==> src/sv/rxrb_pkg.sv <==
`timescale 1ns / 1ps
`default_nettype none
// ----------------------------------------------------------------------------
// Receive ring buffer package
// Shared types and constants for the receive ring buffer line reader.
// ----------------------------------------------------------------------------
package rxrb_pkg;

   localparam int BYTE_W  = 8;
   localparam int FILL_W  = 6;
   localparam int LIMIT_W = 7;

   localparam logic [BYTE_W-1:0] CH_CR  = 8'h0D;
   localparam logic [BYTE_W-1:0] CH_LF  = 8'h0A;
   localparam logic [BYTE_W-1:0] CH_NUL = 8'h00;

   typedef enum logic [1:0] {
      CMD_STORE = 2'd0,
      CMD_READ  = 2'd1,
      CMD_COUNT = 2'd2,
      CMD_LINE  = 2'd3
   } cmd_type;

   typedef enum logic [2:0] {
      ST_IDLE,
      ST_LINE,
      ST_FETCH_ONE,
      ST_FETCH_LINE,
      ST_TERM
   } state_type;

   typedef enum logic [1:0] {
      RSP_STATUS,
      RSP_BYTE_LAST,
      RSP_BYTE_MORE,
      RSP_TERM
   } rsp_sel_type;

   typedef struct packed {
      logic        ram_write;
      logic        pop;
      logic        rsp_load;
      rsp_sel_type rsp_sel;
      logic        rsp_acc;
      logic        line_start;
      logic        taken_inc;
   } ctl_type;

   typedef struct packed {
      logic empty;
      logic full;
      logic line_more;
      logic rd_zero;
      logic rd_eol;
      logic out_free;
   } status_type;

endpackage
`default_nettype wire

==> src/sv/rxrb_if.sv <==
`timescale 1ns / 1ps
`default_nettype none
// ----------------------------------------------------------------------------
// Receive ring buffer channels
// Valid/ready channels for request words and response words.
// ----------------------------------------------------------------------------
interface rxrb_req_if;
   import rxrb_pkg::*;

   logic                 valid;
   logic                 ready;
   cmd_type              cmd;
   logic [BYTE_W-1:0]    data_byte;
   logic [LIMIT_W-1:0]   line_limit;

   modport source (output valid, cmd, data_byte, line_limit, input ready);
   modport sink (input valid, cmd, data_byte, line_limit, output ready);
endinterface

interface rxrb_rsp_if;
   import rxrb_pkg::*;

   logic                 valid;
   logic                 ready;
   logic [BYTE_W-1:0]    out_byte;
   logic [FILL_W-1:0]    fill_count;
   logic                 accepted;
   logic                 last;

   modport source (output valid, out_byte, fill_count, accepted, last, input ready);
   modport sink (input valid, out_byte, fill_count, accepted, last, output ready);
endinterface
`default_nettype wire

==> src/sv/rxrb_ram.sv <==
`timescale 1ns / 1ps
`default_nettype none
// ----------------------------------------------------------------------------
// Generic RAM
// Single write port and single read port with registered read data.
// ----------------------------------------------------------------------------
module rxrb_ram #(
   parameter int WIDTH = 8,
   parameter int DEPTH = 64
) (
   input  wire logic                     clock,
   input  wire logic                     wr_en,
   input  wire logic [$clog2(DEPTH)-1:0] wr_addr,
   input  wire logic [WIDTH-1:0]         wr_data,
   input  wire logic                     rd_en,
   input  wire logic [$clog2(DEPTH)-1:0] rd_addr,
   output      logic [WIDTH-1:0]         rd_data
);
   logic [WIDTH-1:0] mem_ff [DEPTH];
   logic [WIDTH-1:0] rd_data_ff;

   always_ff @(posedge clock) begin
      if (wr_en) begin
         mem_ff[wr_addr] <= wr_data;
      end
      if (rd_en) begin
         rd_data_ff <= mem_ff[rd_addr];
      end
   end

   assign rd_data = rd_data_ff;
endmodule
`default_nettype wire

==> src/sv/rxrb_ctrl.sv <==
`timescale 1ns / 1ps
`default_nettype none
// ----------------------------------------------------------------------------
// Receive ring buffer controller
// Sequences commands and line reads and drives the datapath.
// ----------------------------------------------------------------------------
module rxrb_ctrl (
   input  wire logic                 clock,
   input  wire logic                 reset,
   input  wire logic                 req_valid,
   input  wire rxrb_pkg::cmd_type    req_cmd,
   output      logic                 req_ready,
   input  wire rxrb_pkg::status_type status,
   output      rxrb_pkg::ctl_type    ctl
);
   import rxrb_pkg::*;

   state_type state_ff;
   state_type state_in;
   logic      take;

   assign take = req_valid && status.out_free && (state_ff == ST_IDLE);

   always_ff @(posedge clock) begin
      if (reset) begin
         state_ff <= ST_IDLE;
      end else begin
         state_ff <= state_in;
      end
   end

   always_comb begin
      state_in = state_ff;
      unique case (state_ff)
         ST_IDLE: begin
            if (take) begin
               if (req_cmd == CMD_READ && !status.empty) begin
                  state_in = ST_FETCH_ONE;
               end else if (req_cmd == CMD_LINE) begin
                  state_in = ST_LINE;
               end
            end
         end
         ST_LINE: begin
            if (status.out_free) begin
               if (status.line_more && !status.empty) begin
                  state_in = ST_FETCH_LINE;
               end else begin
                  state_in = ST_IDLE;
               end
            end
         end
         ST_FETCH_ONE: begin
            state_in = ST_IDLE;
         end
         ST_FETCH_LINE: begin
            if (status.rd_zero) begin
               state_in = ST_IDLE;
            end else if (status.rd_eol) begin
               state_in = ST_TERM;
            end else begin
               state_in = ST_LINE;
            end
         end
         ST_TERM: begin
            if (status.out_free) begin
               state_in = ST_IDLE;
            end
         end
         default: state_in = ST_IDLE;
      endcase
   end

   always_comb begin
      ctl       = '0;
      ctl.rsp_sel = RSP_STATUS;
      req_ready = (state_ff == ST_IDLE) && status.out_free;
      unique case (state_ff)
         ST_IDLE: begin
            if (take) begin
               unique case (req_cmd)
                  CMD_STORE: begin
                     ctl.ram_write = !status.full;
                     ctl.rsp_load  = 1'b1;
                     ctl.rsp_acc   = !status.full;
                  end
                  CMD_READ: begin
                     ctl.pop      = !status.empty;
                     ctl.rsp_load = status.empty;
                  end
                  CMD_COUNT: begin
                     ctl.rsp_load = 1'b1;
                  end
                  CMD_LINE: begin
                     ctl.line_start = 1'b1;
                  end
                  default: ctl.rsp_load = 1'b1;
               endcase
            end
         end
         ST_LINE: begin
            if (status.out_free) begin
               if (status.line_more && !status.empty) begin
                  ctl.pop = 1'b1;
               end else begin
                  ctl.rsp_load = 1'b1;
                  ctl.rsp_sel  = RSP_TERM;
               end
            end
         end
         ST_FETCH_ONE: begin
            ctl.rsp_load = 1'b1;
            ctl.rsp_sel  = RSP_BYTE_LAST;
         end
         ST_FETCH_LINE: begin
            ctl.rsp_load = 1'b1;
            if (status.rd_zero) begin
               ctl.rsp_sel = RSP_TERM;
            end else begin
               ctl.rsp_sel   = RSP_BYTE_MORE;
               ctl.taken_inc = 1'b1;
            end
         end
         ST_TERM: begin
            if (status.out_free) begin
               ctl.rsp_load = 1'b1;
               ctl.rsp_sel  = RSP_TERM;
            end
         end
         default: ctl = '0;
      endcase
   end
endmodule
`default_nettype wire

==> src/sv/rxrb_datapath.sv <==
`timescale 1ns / 1ps
`default_nettype none
// ----------------------------------------------------------------------------
// Receive ring buffer datapath
// Pointers, byte store, line counters and the response register.
// ----------------------------------------------------------------------------
module rxrb_datapath #(
   parameter int DEPTH    = 64,
   parameter int MAX_LINE = 64
) (
   input  wire logic                            clock,
   input  wire logic                            reset,
   input  wire rxrb_pkg::ctl_type               ctl,
   output      rxrb_pkg::status_type            status,
   input  wire logic [rxrb_pkg::BYTE_W-1:0]     req_data_byte,
   input  wire logic [rxrb_pkg::LIMIT_W-1:0]    req_line_limit,
   output      logic                            rsp_valid,
   input  wire logic                            rsp_ready,
   output      logic [rxrb_pkg::BYTE_W-1:0]     rsp_out_byte,
   output      logic [rxrb_pkg::FILL_W-1:0]     rsp_fill_count,
   output      logic                            rsp_accepted,
   output      logic                            rsp_last
);
   import rxrb_pkg::*;

   localparam int PW = $clog2(DEPTH);
   localparam int CW = (PW + 1 > FILL_W) ? PW + 1 : FILL_W;
   localparam logic [PW-1:0] LAST_IDX = PW'(DEPTH - 1);

   logic [PW-1:0]      wp_ff, wp_in, wp_inc;
   logic [PW-1:0]      rp_ff, rp_in, rp_inc;
   logic [LIMIT_W-1:0] lim_ff, lim_in;
   logic [LIMIT_W-1:0] taken_ff, taken_in;
   logic [BYTE_W-1:0]  rd_data;
   logic [CW-1:0]      fill;

   logic              valid_ff, valid_in;
   logic [BYTE_W-1:0] byte_ff, byte_in;
   logic [FILL_W-1:0] fillc_ff, fillc_in;
   logic              acc_ff, acc_in;
   logic              last_ff, last_in;

   rxrb_ram #(
      .WIDTH (BYTE_W),
      .DEPTH (DEPTH)
   ) u_store (
      .clock   (clock),
      .wr_en   (ctl.ram_write),
      .wr_addr (wp_ff),
      .wr_data (req_data_byte),
      .rd_en   (ctl.pop),
      .rd_addr (rp_ff),
      .rd_data (rd_data)
   );

   assign wp_inc = (wp_ff == LAST_IDX) ? '0 : wp_ff + PW'(1);
   assign rp_inc = (rp_ff == LAST_IDX) ? '0 : rp_ff + PW'(1);
   assign wp_in  = ctl.ram_write ? wp_inc : wp_ff;
   assign rp_in  = ctl.pop ? rp_inc : rp_ff;

   assign fill = CW'(wp_in) - CW'(rp_in) + ((wp_in < rp_in) ? CW'(DEPTH) : CW'(0));

   always_comb begin
      lim_in   = lim_ff;
      taken_in = taken_ff;
      if (ctl.line_start) begin
         lim_in   = (req_line_limit > LIMIT_W'(MAX_LINE)) ? LIMIT_W'(MAX_LINE)
                                                          : req_line_limit;
         taken_in = '0;
      end else if (ctl.taken_inc) begin
         taken_in = taken_ff + LIMIT_W'(1);
      end
   end

   always_comb begin
      valid_in = valid_ff;
      byte_in  = byte_ff;
      fillc_in = fillc_ff;
      acc_in   = acc_ff;
      last_in  = last_ff;
      if (ctl.rsp_load) begin
         valid_in = 1'b1;
         fillc_in = fill[FILL_W-1:0];
         acc_in   = ctl.rsp_acc;
         unique case (ctl.rsp_sel)
            RSP_STATUS: begin
               byte_in = CH_NUL;
               last_in = 1'b1;
            end
            RSP_BYTE_LAST: begin
               byte_in = rd_data;
               last_in = 1'b1;
            end
            RSP_BYTE_MORE: begin
               byte_in = rd_data;
               last_in = 1'b0;
            end
            RSP_TERM: begin
               byte_in = CH_NUL;
               last_in = 1'b1;
            end
            default: begin
               byte_in = CH_NUL;
               last_in = 1'b1;
            end
         endcase
      end else if (rsp_ready) begin
         valid_in = 1'b0;
      end
   end

   always_ff @(posedge clock) begin
      if (reset) begin
         wp_ff    <= '0;
         rp_ff    <= '0;
         valid_ff <= 1'b0;
      end else begin
         wp_ff    <= wp_in;
         rp_ff    <= rp_in;
         valid_ff <= valid_in;
      end
   end

   always_ff @(posedge clock) begin
      lim_ff   <= lim_in;
      taken_ff <= taken_in;
      byte_ff  <= byte_in;
      fillc_ff <= fillc_in;
      acc_ff   <= acc_in;
      last_ff  <= last_in;
   end

   assign status.empty     = (wp_ff == rp_ff);
   assign status.full      = (wp_inc == rp_ff);
   assign status.line_more = (taken_ff + LIMIT_W'(1)) < lim_ff;
   assign status.rd_zero   = (rd_data == CH_NUL);
   assign status.rd_eol    = (rd_data == CH_CR) || (rd_data == CH_LF);
   assign status.out_free  = !valid_ff || rsp_ready;

   assign rsp_valid      = valid_ff;
   assign rsp_out_byte   = byte_ff;
   assign rsp_fill_count = fillc_ff;
   assign rsp_accepted   = acc_ff;
   assign rsp_last       = last_ff;
endmodule
`default_nettype wire

==> src/sv/rx_ring_buffer_line_reader.sv <==
`timescale 1ns / 1ps
`default_nettype none
// ----------------------------------------------------------------------------
// Receive ring buffer line reader
// Circular byte buffer with store, single-byte read, fill query and line read.
// ----------------------------------------------------------------------------
// The buffer holds up to DEPTH-1 bytes in a RAM with registered read data.
// Store, fill-count query and a read of an empty buffer are answered from
// the idle state, so such words can be accepted every cycle while the
// response consumer keeps up. A single-byte read from a non-empty buffer
// passes through a fetch state because the RAM read data is registered. A
// line read produces one response word per popped byte other than a zero
// byte, plus a terminator. The line read loops between a pop state and a
// fetch state around the RAM read port; no request word is accepted until
// its terminator is loaded. Responses carry the fill count modulo 64 after
// the action that produced them.
// ----------------------------------------------------------------------------
module rx_ring_buffer_line_reader #(
   parameter int DEPTH    = 64,
   parameter int MAX_LINE = 64
) (
   input wire logic clock,
   input wire logic reset,
   rxrb_req_if.sink   req,
   rxrb_rsp_if.source rsp
);
   import rxrb_pkg::*;

   ctl_type    ctl;
   status_type status;

   rxrb_ctrl u_ctrl (
      .clock     (clock),
      .reset     (reset),
      .req_valid (req.valid),
      .req_cmd   (req.cmd),
      .req_ready (req.ready),
      .status    (status),
      .ctl       (ctl)
   );

   rxrb_datapath #(
      .DEPTH    (DEPTH),
      .MAX_LINE (MAX_LINE)
   ) u_datapath (
      .clock          (clock),
      .reset          (reset),
      .ctl            (ctl),
      .status         (status),
      .req_data_byte  (req.data_byte),
      .req_line_limit (req.line_limit),
      .rsp_valid      (rsp.valid),
      .rsp_ready      (rsp.ready),
      .rsp_out_byte   (rsp.out_byte),
      .rsp_fill_count (rsp.fill_count),
      .rsp_accepted   (rsp.accepted),
      .rsp_last       (rsp.last)
   );
endmodule
`default_nettype wire

==> src/flat_wrapper.sv <==
// flat-port wrapper written by rule: the top's interface ports become plain ports
module rx_ring_buffer_line_reader_flat import rxrb_pkg::*;
#(
   parameter int DEPTH    = 64,
   parameter int MAX_LINE = 64
)
  (clock, reset, req_valid, req_cmd, req_data_byte, req_line_limit, req_ready, rsp_valid, rsp_out_byte, rsp_fill_count, rsp_accepted, rsp_last, rsp_ready);
  rxrb_req_if req_i ();
  rxrb_rsp_if rsp_i ();
  input wire logic clock;
  input wire logic reset;
  input wire logic [$bits(req_i.valid)-1:0] req_valid;
  input wire logic [$bits(req_i.cmd)-1:0] req_cmd;
  input wire logic [$bits(req_i.data_byte)-1:0] req_data_byte;
  input wire logic [$bits(req_i.line_limit)-1:0] req_line_limit;
  output wire logic [$bits(req_i.ready)-1:0] req_ready;
  output wire logic [$bits(rsp_i.valid)-1:0] rsp_valid;
  output wire logic [$bits(rsp_i.out_byte)-1:0] rsp_out_byte;
  output wire logic [$bits(rsp_i.fill_count)-1:0] rsp_fill_count;
  output wire logic [$bits(rsp_i.accepted)-1:0] rsp_accepted;
  output wire logic [$bits(rsp_i.last)-1:0] rsp_last;
  input wire logic [$bits(rsp_i.ready)-1:0] rsp_ready;
  assign req_i.valid = req_valid;
  assign req_i.cmd = req_cmd;
  assign req_i.data_byte = req_data_byte;
  assign req_i.line_limit = req_line_limit;
  assign req_ready = req_i.ready;
  assign rsp_valid = rsp_i.valid;
  assign rsp_out_byte = rsp_i.out_byte;
  assign rsp_fill_count = rsp_i.fill_count;
  assign rsp_accepted = rsp_i.accepted;
  assign rsp_last = rsp_i.last;
  assign rsp_i.ready = rsp_ready;
  rx_ring_buffer_line_reader #(.DEPTH(DEPTH), .MAX_LINE(MAX_LINE)) u_core (.clock(clock), .reset(reset), .req(req_i), .rsp(rsp_i));
endmodule
==> config.mk <==
export PLATFORM = sky130hd
export DESIGN_NAME = rx_ring_buffer_line_reader_flat
export DESIGN_NICKNAME = d
export VERILOG_FILES = /design/src/sv/rxrb_pkg.sv /design/src/sv/rxrb_if.sv /design/src/sv/rxrb_ram.sv /design/src/sv/rxrb_ctrl.sv /design/src/sv/rxrb_datapath.sv /design/src/sv/rx_ring_buffer_line_reader.sv /design/src/flat_wrapper.sv
export SDC_FILE = /design/constraint.sdc
export NUM_CORES = 1
export LEC_CHECK = 0
export ABC_AREA = 0
export BUFFER_PORTS_ARGS = -buffer_cell sky130_fd_sc_hd__buf_2
export CAP_MARGIN = 30
export CORE_MARGIN = 2
export CORE_UTILIZATION = 47
export DETAILED_ROUTE_END_ITERATION = 8
export GPL_TIMING_DRIVEN = 1
export SYNTH_ARGS = -nofsm -noshare
export SYNTH_HDL_FRONTEND = slang
export SYNTH_SLANG_ARGS = --single-unit
==> constraint.sdc <==
create_clock -name clock -period 8.81 [get_ports clock]
set_clock_uncertainty 0.2 [all_clocks]
set_input_delay 1.762 -clock clock [delete_from_list [all_inputs] [get_ports clock]]
set_output_delay 1.762 -clock clock [all_outputs]
set_load 0.03 [all_outputs]
==> impl_metrics.env, run 1 <==
export IMPL_syn_inst=1117
export IMPL_synth_edff_count=543
export IMPL_post_drt_wl_per_cell_um=26.2
export IMPL_grt_use_met3=0.0384
export IMPL_status="completed"
export IMPL_die_y_um=224
export IMPL_period_share=0.562
export IMPL_synth_flop_cell="edfxtp_1"
export IMPL_grt_max_degree=68
export IMPL_ys_ff_latch=566
export IMPL_post_cts_buffers=0
export IMPL_finalSetupViolCount=0
export IMPL_power_leakage_uw=0.00795
export IMPL_syn_area_per_cell_um2=20.4
export IMPL_clkSinkCount=566
export IMPL_areaGrowthSynthToFinish_pct=12.4
export IMPL_drc=0
export IMPL_vias=10805
export IMPL_die_area_um2=50300
export IMPL_io_buffer_count=38
export IMPL_initial_utilization=0.476
export IMPL_top_usage_layer="met2"
export IMPL_use_met1=0.281
export IMPL_diodes=0
export IMPL_rows=80
export IMPL_synth_warnings=0
export IMPL_drt_pass1_iter_count=5
export IMPL_crit_family="simple AND/OR/NAND/NOR gates"
export IMPL_synthesis_nets=1154
export IMPL_powerDensity_nw_per_um2=220
export IMPL_crit_type="flop to flop"
export IMPL_synth_seq_area_share=0.736
export IMPL_cts_resized_gates=0
export IMPL_async_flop_share=0
export IMPL_finalSetupTns_ps=0
export IMPL_track_usage=0.196
export IMPL_muxShareOfSynthArea=0.169
export IMPL_synthSimpleGateAreaFrac=0.0428
export IMPL_ctsHoldBuffers=0
export IMPL_synthesis_area_um2=22800
export IMPL_gp_congestion=0.843
export IMPL_maxSlewHeadroom=0.325
export IMPL_h_tree_depth=2
export IMPL_startpoint_type="flop"
export IMPL_crit_buf_inv=1
export IMPL_die_width_um=224
export IMPL_grt_overflow_total=0
export IMPL_worst_setup_path_end_kind="flop"
export IMPL_cp_cell_sequence="nand3_1, and2_1, o221ai_1, a2111oi_4, nor2_2, mux2i_1, inv_1, ha_1, a21o_1, a21oi_1, o21bai_1, a21oi_1, xnor2_1, xnor2_1"
export IMPL_clock_latency_ps=610
export IMPL_cp_required_ps=8960
export IMPL_drtIter0Drc=1027
export IMPL_use_met2=0.302
export IMPL_nFillCells=3721
export IMPL_crit_fanout=13
export IMPL_first_global_vias=10782
export IMPL_cts_root_buf="clkbuf_16"
export IMPL_ioPinCount=39
export IMPL_tritoncts="yes"
export IMPL_finalHoldViolCount=0
export IMPL_fin_crit_ps=4950
export IMPL_yosys_area_share_adder=0.00912
export IMPL_synthXorXnorAreaFrac=0.0108
export IMPL_slew_viol_final=0
export IMPL_synth_top_family_by_area="multiplexers"
export IMPL_cts_buffers=57
export IMPL_cts_clk_slew_worst_paths_ps=60
export IMPL_fin_nets=1209
export IMPL_slowest_stage="nand3_1"
export IMPL_vdd_ir_drop_max_uv=168
export IMPL_drive_above_1_share=0.271
export IMPL_rsz0062_at_grt="no"
export IMPL_fmax_ghz=0.202
export IMPL_synth_compound_gate_area_share=0.0166
export IMPL_power_total_uw=5640
export IMPL_grt_pass1_wl_mm=71.4
export IMPL_antenna_found_initial=0
export IMPL_wl_mm=48.0
export IMPL_worst_pin_slew_ps=1010
export IMPL_ys_types=58
export IMPL_hp_class="flop to flop"
export IMPL_dp_hpwl_mm=29.1
export IMPL_viasPerCell=5.90
export IMPL_clk_path_buf_depth=3
export IMPL_maxCapViolations=0
export IMPL_antenna_left=0
export IMPL_arrival_ps=5100
export IMPL_coreArea_um2=47800
export IMPL_slowest_delay_ps=710
registers in the layout, summed over array words and instances, names as in the netlist, 3 cells and up:
| signal | flops |
|---|---|
| u_core.u_datapath.lim_ff | 7 |
| u_core.u_datapath.u_store.mem_ff | 512 |
| u_core.u_datapath.rp_ff | 6 |
| u_core.u_ctrl.state_ff | 3 |
| u_core.u_datapath.rsp_out_byte | 8 |
| u_core.u_datapath.u_store.rd_data | 8 |
| u_core.u_datapath.taken_ff | 7 |
| u_core.u_datapath.rsp_fill_count | 6 |
| u_core.u_datapath.wp_ff | 6 |
layout by cell type, fill, tap and decap left out, types with 4 or more instances in the layout:
| master | n |
|---|---|
| buf_4 | 15 |
| nand2_1 | 17 |
| nand4_1 | 5 |
| ha_1 | 15 |
| clkbuf_16 | 58 |
| edfxtp_1 | 543 |
| dfxtp_1 | 19 |
| a31oi_1 | 6 |
| clkinv_1 | 13 |
| inv_1 | 18 |
| o21ai_0 | 10 |
| nor3_1 | 9 |
| mux4_2 | 168 |
| or3_1 | 7 |
| bufinv_16 | 10 |
| or2_2 | 4 |
| nor2_1 | 96 |
| a21oi_1 | 15 |
| nand3_1 | 11 |
| nand2b_1 | 4 |
| mux2i_1 | 4 |
| clkbuf_1 | 7 |
| xnor2_1 | 14 |
| clkinv_2 | 11 |
| xor2_1 | 14 |
| nor2b_1 | 21 |
| and3_1 | 4 |
| buf_2 | 38 |
Yosys cell counts (5+ instances only):
master / count / area share
nor2b_1: 21 / 0.0058
nor2_1: 96 / 0.016
mux4_2: 168 / 0.17
a31oi_1: 6 / 0.0016
o21ai_0: 10 / 0.0022
edfxtp_1: 543 / 0.72
nand4_1: 5 / 0.0014
buf_2: 16 / 0.0035
xor2_1: 14 / 0.0054
buf_4: 8 / 0.0026
a21oi_1: 15 / 0.0033
buf_1: 9 / 0.0015
dfxtp_1: 23 / 0.020
nor3_1: 9 / 0.0020
inv_1: 18 / 0.0030
nand2_1: 17 / 0.0028
ha_1: 15 / 0.0082
nand3_1: 11 / 0.0024
xnor2_1: 14 / 0.0054
or3_1: 7 / 0.0019
clkbuf_1: 27 / 0.0044
worst register-to-register path, stage by stage (launching register included):
cell	delay, ps
dfxtp_1	570
nand3_1	710
and2_1	430
o221ai_1	360
a2111oi_4	110
nor2_2	600
mux2i_1	450
inv_1	90
ha_1	290
a21o_1	180
a21oi_1	210
o21bai_1	90
a21oi_1	170
xnor2_1	150
xnor2_1	90
layer usage:
layer,share of wire,wire length (um)
met3,0.065,3100
met4,0.030,1420
met2,0.47,22500
met5,0,0
met1,0.44,21000
worst paths after layout:
check                                      from                                   to  slack, ps  cells past startpoint
setup reg to reg     u_core.u_datapath.wp_ff[0]  u_core.u_datapath.rsp_fill_count[5]       3860                     14
setup / recovery     u_core.u_datapath.wp_ff[0]  u_core.u_datapath.rsp_fill_count[5]       3860                     14
hold / removal    u_core.u_datapath.taken_ff[6]        u_core.u_datapath.taken_ff[6]        310                      2
hold reg to reg   u_core.u_datapath.taken_ff[6]        u_core.u_datapath.taken_ff[6]        310                      2
power by group:
| part | internal (uW) | switching, uW | total, uW | leakage [uW] |
|---|---|---|---|---|
| clock | 1490 | 987 | 2480 | 0.000939 |
| sequential | 2970 | 9.70 | 2980 | 0.00509 |
| combinational | 60.2 | 128 | 189 | 0.00192 |
logic make-up after synthesis:
logic type | count (synthesis)
muxes | 174
adders and majority gates | 16
buffers and inverters | 80
AOI/OAI and AO/OA | 55
and+or+nand+nor | 198
xor gates and xnor gates | 28
DFF | 566
cell type report:
cell class,count,area (um2),area share
Sequential cell,566,16800,0.655
Multi-Input combinational cell,471,5660,0.221
Clock buffer,65,1480,0.0577
Tap cell,615,769,0.0300
Clock inverter,38,444,0.0173
Timing Repair Buffer,58,418,0.0163
Inverter,18,67.6,0.00264
metrics by stage:
stage	area (um2)	hold slack, ps	instances	setup WS, ps	utilization
finish	25600	305	1831	3860	0.535
global route	25600	331	1831	3640	0.535
CTS	25600	307	1828	3970	0.534
detailed placement	23600	299	1725	3550	0.494
global placement	23600	280	1721	3620	0.492
floorplan	22800	270	1117	3770	-
Note: power is estimated with default switching activity, not from simulation.
==> run 2, diff against run 1 <==
==> constraint.sdc (replaced) <==
create_clock -name clock -period 5 [get_ports clock]
set_clock_uncertainty 0.2 [all_clocks]
set_input_delay 1 -clock clock [delete_from_list [all_inputs] [get_ports clock]]
set_output_delay 1 -clock clock [all_outputs]
set_load 0.03 [all_outputs]
==> run 2 against run 1 <==
Combinational power increased by 76%; first-iteration DRC count increased by 19%; wire length decreased by 0.69%; hold slack improved by 4.4 ps; core utilization decreased by 0.20 points; worst setup slack got worse by 3400 ps; non-clock buffer count increased by 10; largest power group unchanged; clock-buffer cell count increased by 13; maximum frequency increased by 9.7%; critical endpoint unchanged; register-to-register slack got worse by 3400 ps; die area unchanged; sequential power increased by 76%; critical path type unchanged.
==> impl_metrics.env, run 2 (synthesis gave the netlist of run 1 again) <==
export IMPL_rows=80
export IMPL_post_drt_wl_per_cell_um=25.9
export IMPL_crit_type="flop to flop"
export IMPL_die_width_um=224
export IMPL_largest_register_ffs=512
export IMPL_drc=0
export IMPL_dp_cells=1738
export IMPL_die_y_um=224
export IMPL_status="completed"
export IMPL_grt_max_degree=65
export IMPL_cts_root_buf="clkbuf_16"
export IMPL_slowest_stage="or4_1"
export IMPL_worst_setup_path_end_kind="flop"
export IMPL_first_global_vias=10792
export IMPL_maxSlewHeadroom=0.390
export IMPL_final_cells=1843
export IMPL_top_usage_layer="met2"
export IMPL_crit_buf_inv=0
export IMPL_drt_pass1_iter_count=5
export IMPL_viasPerCell=5.86
export IMPL_largest_register="u_core.u_datapath.u_store.mem_ff"
export IMPL_track_usage=0.194
export IMPL_diodes=0
export IMPL_cts_buffers=57
export IMPL_h_tree_depth=2
export IMPL_dp_hpwl_mm=29.3
export IMPL_crit_fanout=10
export IMPL_period_share=0.903
export IMPL_drive_above_1_share=0.273
export IMPL_clk_path_buf_depth=3
export IMPL_hold_path_end="u_core.u_datapath.taken_ff[6]"
export IMPL_worst_pin_slew_ps=911
export IMPL_ctsHoldBuffers=0
export IMPL_arrival_ps=4670
export IMPL_fin_nets=1219
export IMPL_cts_resized_gates=0
export IMPL_slew_viol_final=0
export IMPL_die_area_um2=50300
export IMPL_whs_path_depth=2
export IMPL_grt_overflow_total=0
export IMPL_grt_use_met3=0.0379
export IMPL_initial_utilization=0.476
export IMPL_antenna_found_initial=0
export IMPL_nFillCells=3707
export IMPL_post_cts_buffers=0
export IMPL_drtIter0Drc=1221
export IMPL_cts_clk_slew_worst_paths_ps=60
export IMPL_finalHoldViolCount=0
export IMPL_gp_congestion=0.839
export IMPL_finalSetupViolCount=0
export IMPL_vdd_ir_drop_max_uv=247
export IMPL_hp_class="flop to flop"
export IMPL_r2r_end="u_core.u_datapath.rsp_fill_count[5]"
export IMPL_cp_cell_sequence="ha_1, nand3_1, or2_2, xnor2_1, ha_1, or4_1, nor3_1, o21a_1, mux2i_1, ha_1, a21o_1, a21oi_1, o21bai_1, a21oi_1, xnor2_1, xnor2_1"
export IMPL_use_met2=0.302
export IMPL_clock_latency_ps=610
export IMPL_vias=10800
export IMPL_powerDensity_nw_per_um2=374
export IMPL_wl_mm=47.7
export IMPL_crit_reg2reg_launch="u_core.u_datapath.taken_ff[0]"
export IMPL_rsz0062_at_grt="no"
export IMPL_reg2reg_slack_ps=490
export IMPL_layout_common_cells="edfxtp_1, mux4_2, nor2_1"
export IMPL_areaGrowthSynthToFinish_pct=12.0
export IMPL_slowest_delay_ps=500
export IMPL_grt_pass1_wl_mm=70.7
export IMPL_hold_start="u_core.u_datapath.taken_ff[6]"
export IMPL_use_met1=0.284
export IMPL_antenna_left=0
export IMPL_ioPinCount=39
export IMPL_io_buffer_count=38
export IMPL_finalSetupTns_ps=0
export IMPL_tritoncts="yes"
export IMPL_reg2reg_depth=16
export IMPL_power_leakage_uw=0.00792
export IMPL_final_common_cell="edfxtp_1"
export IMPL_startpoint_type="flop"
export IMPL_crit_family="simple AND/OR/NAND/NOR gates"
export IMPL_maxCapViolations=0
export IMPL_fmax_ghz=0.222
export IMPL_coreArea_um2=47800
export IMPL_cp_required_ps=5150
export IMPL_clkSinkCount=566
export IMPL_fin_crit_ps=4510
[run 2: changes by cell type in the layout (fill, tap and decap cells not counted)]
cell        previous run  this run
buf_16                 2         0
buf_12                 3         6
buf_6                  0         1
clkinvlp_4             2         1
clkbuf_1               7        14
buf_4                 15        23
clkinv_4               0         1
clkbuf_8               0         6
clkinv_2              11         9
bufinv_16             10         1
[run 2: cell type report]
cell class | count | area (um2) | share of cell area
timing repair buffer | 68 | 494 | 0.0194
sequential | 566 | 16800 | 0.657
tap | 615 | 769 | 0.0301
inverter | 18 | 67.6 | 0.00265
clock inverter | 27 | 165 | 0.00647
clock buffer | 78 | 1590 | 0.0622
multi-input combinational | 471 | 5660 | 0.222
[run 2: worst max path at each step]
stage	startpoint	to	cells after the start
final	u_core.u_datapath.taken_ff[0]	u_core.u_datapath.rsp_fill_count[5]	16
after global placement	u_core.u_datapath.taken_ff[0]	u_core.u_datapath.rsp_fill_count[5]	16
after global routing	u_core.u_datapath.taken_ff[0]	u_core.u_datapath.rsp_fill_count[5]	16
after CTS	u_core.u_datapath.taken_ff[0]	u_core.u_datapath.rsp_fill_count[5]	16
after detailed placement	u_core.u_datapath.taken_ff[0]	u_core.u_datapath.rsp_fill_count[5]	16
after floorplan	rsp_ready	u_core.u_datapath.rsp_fill_count[5]	13
[run 2: worst min-delay path, cell delays in order (launching register included)]
cell and delay [ps]:
dfxtp_1 320, o21ai_0 80, a21oi_1 60
[run 2: power breakdown]
part	switching [uW]	internal [uW]	leakage (uW)
logic	225	108	0.00197
clock network	1710	2260	0.000860
registers	18.0	5230	0.00509
[run 2: routing by layer]
layer	share of wire	vias to the layer above
li1	-	4703
met1	0.45	5685
met2	0.47	343
met3	0.060	69
met4	0.020	0
met5	0	-
[run 2: stage by stage]
step	total power (uW)	hold WS (ps)	area (um2)	setup WS, ps	util
after floorplan	5530	270	22800	724	-
after global placement	5670	294	23700	578	0.495
after detailed placement	5690	308	23800	484	0.497
after CTS	9640	318	25500	459	0.533
after global routing	9840	341	25500	170	0.533
final	9550	310	25500	486	0.533
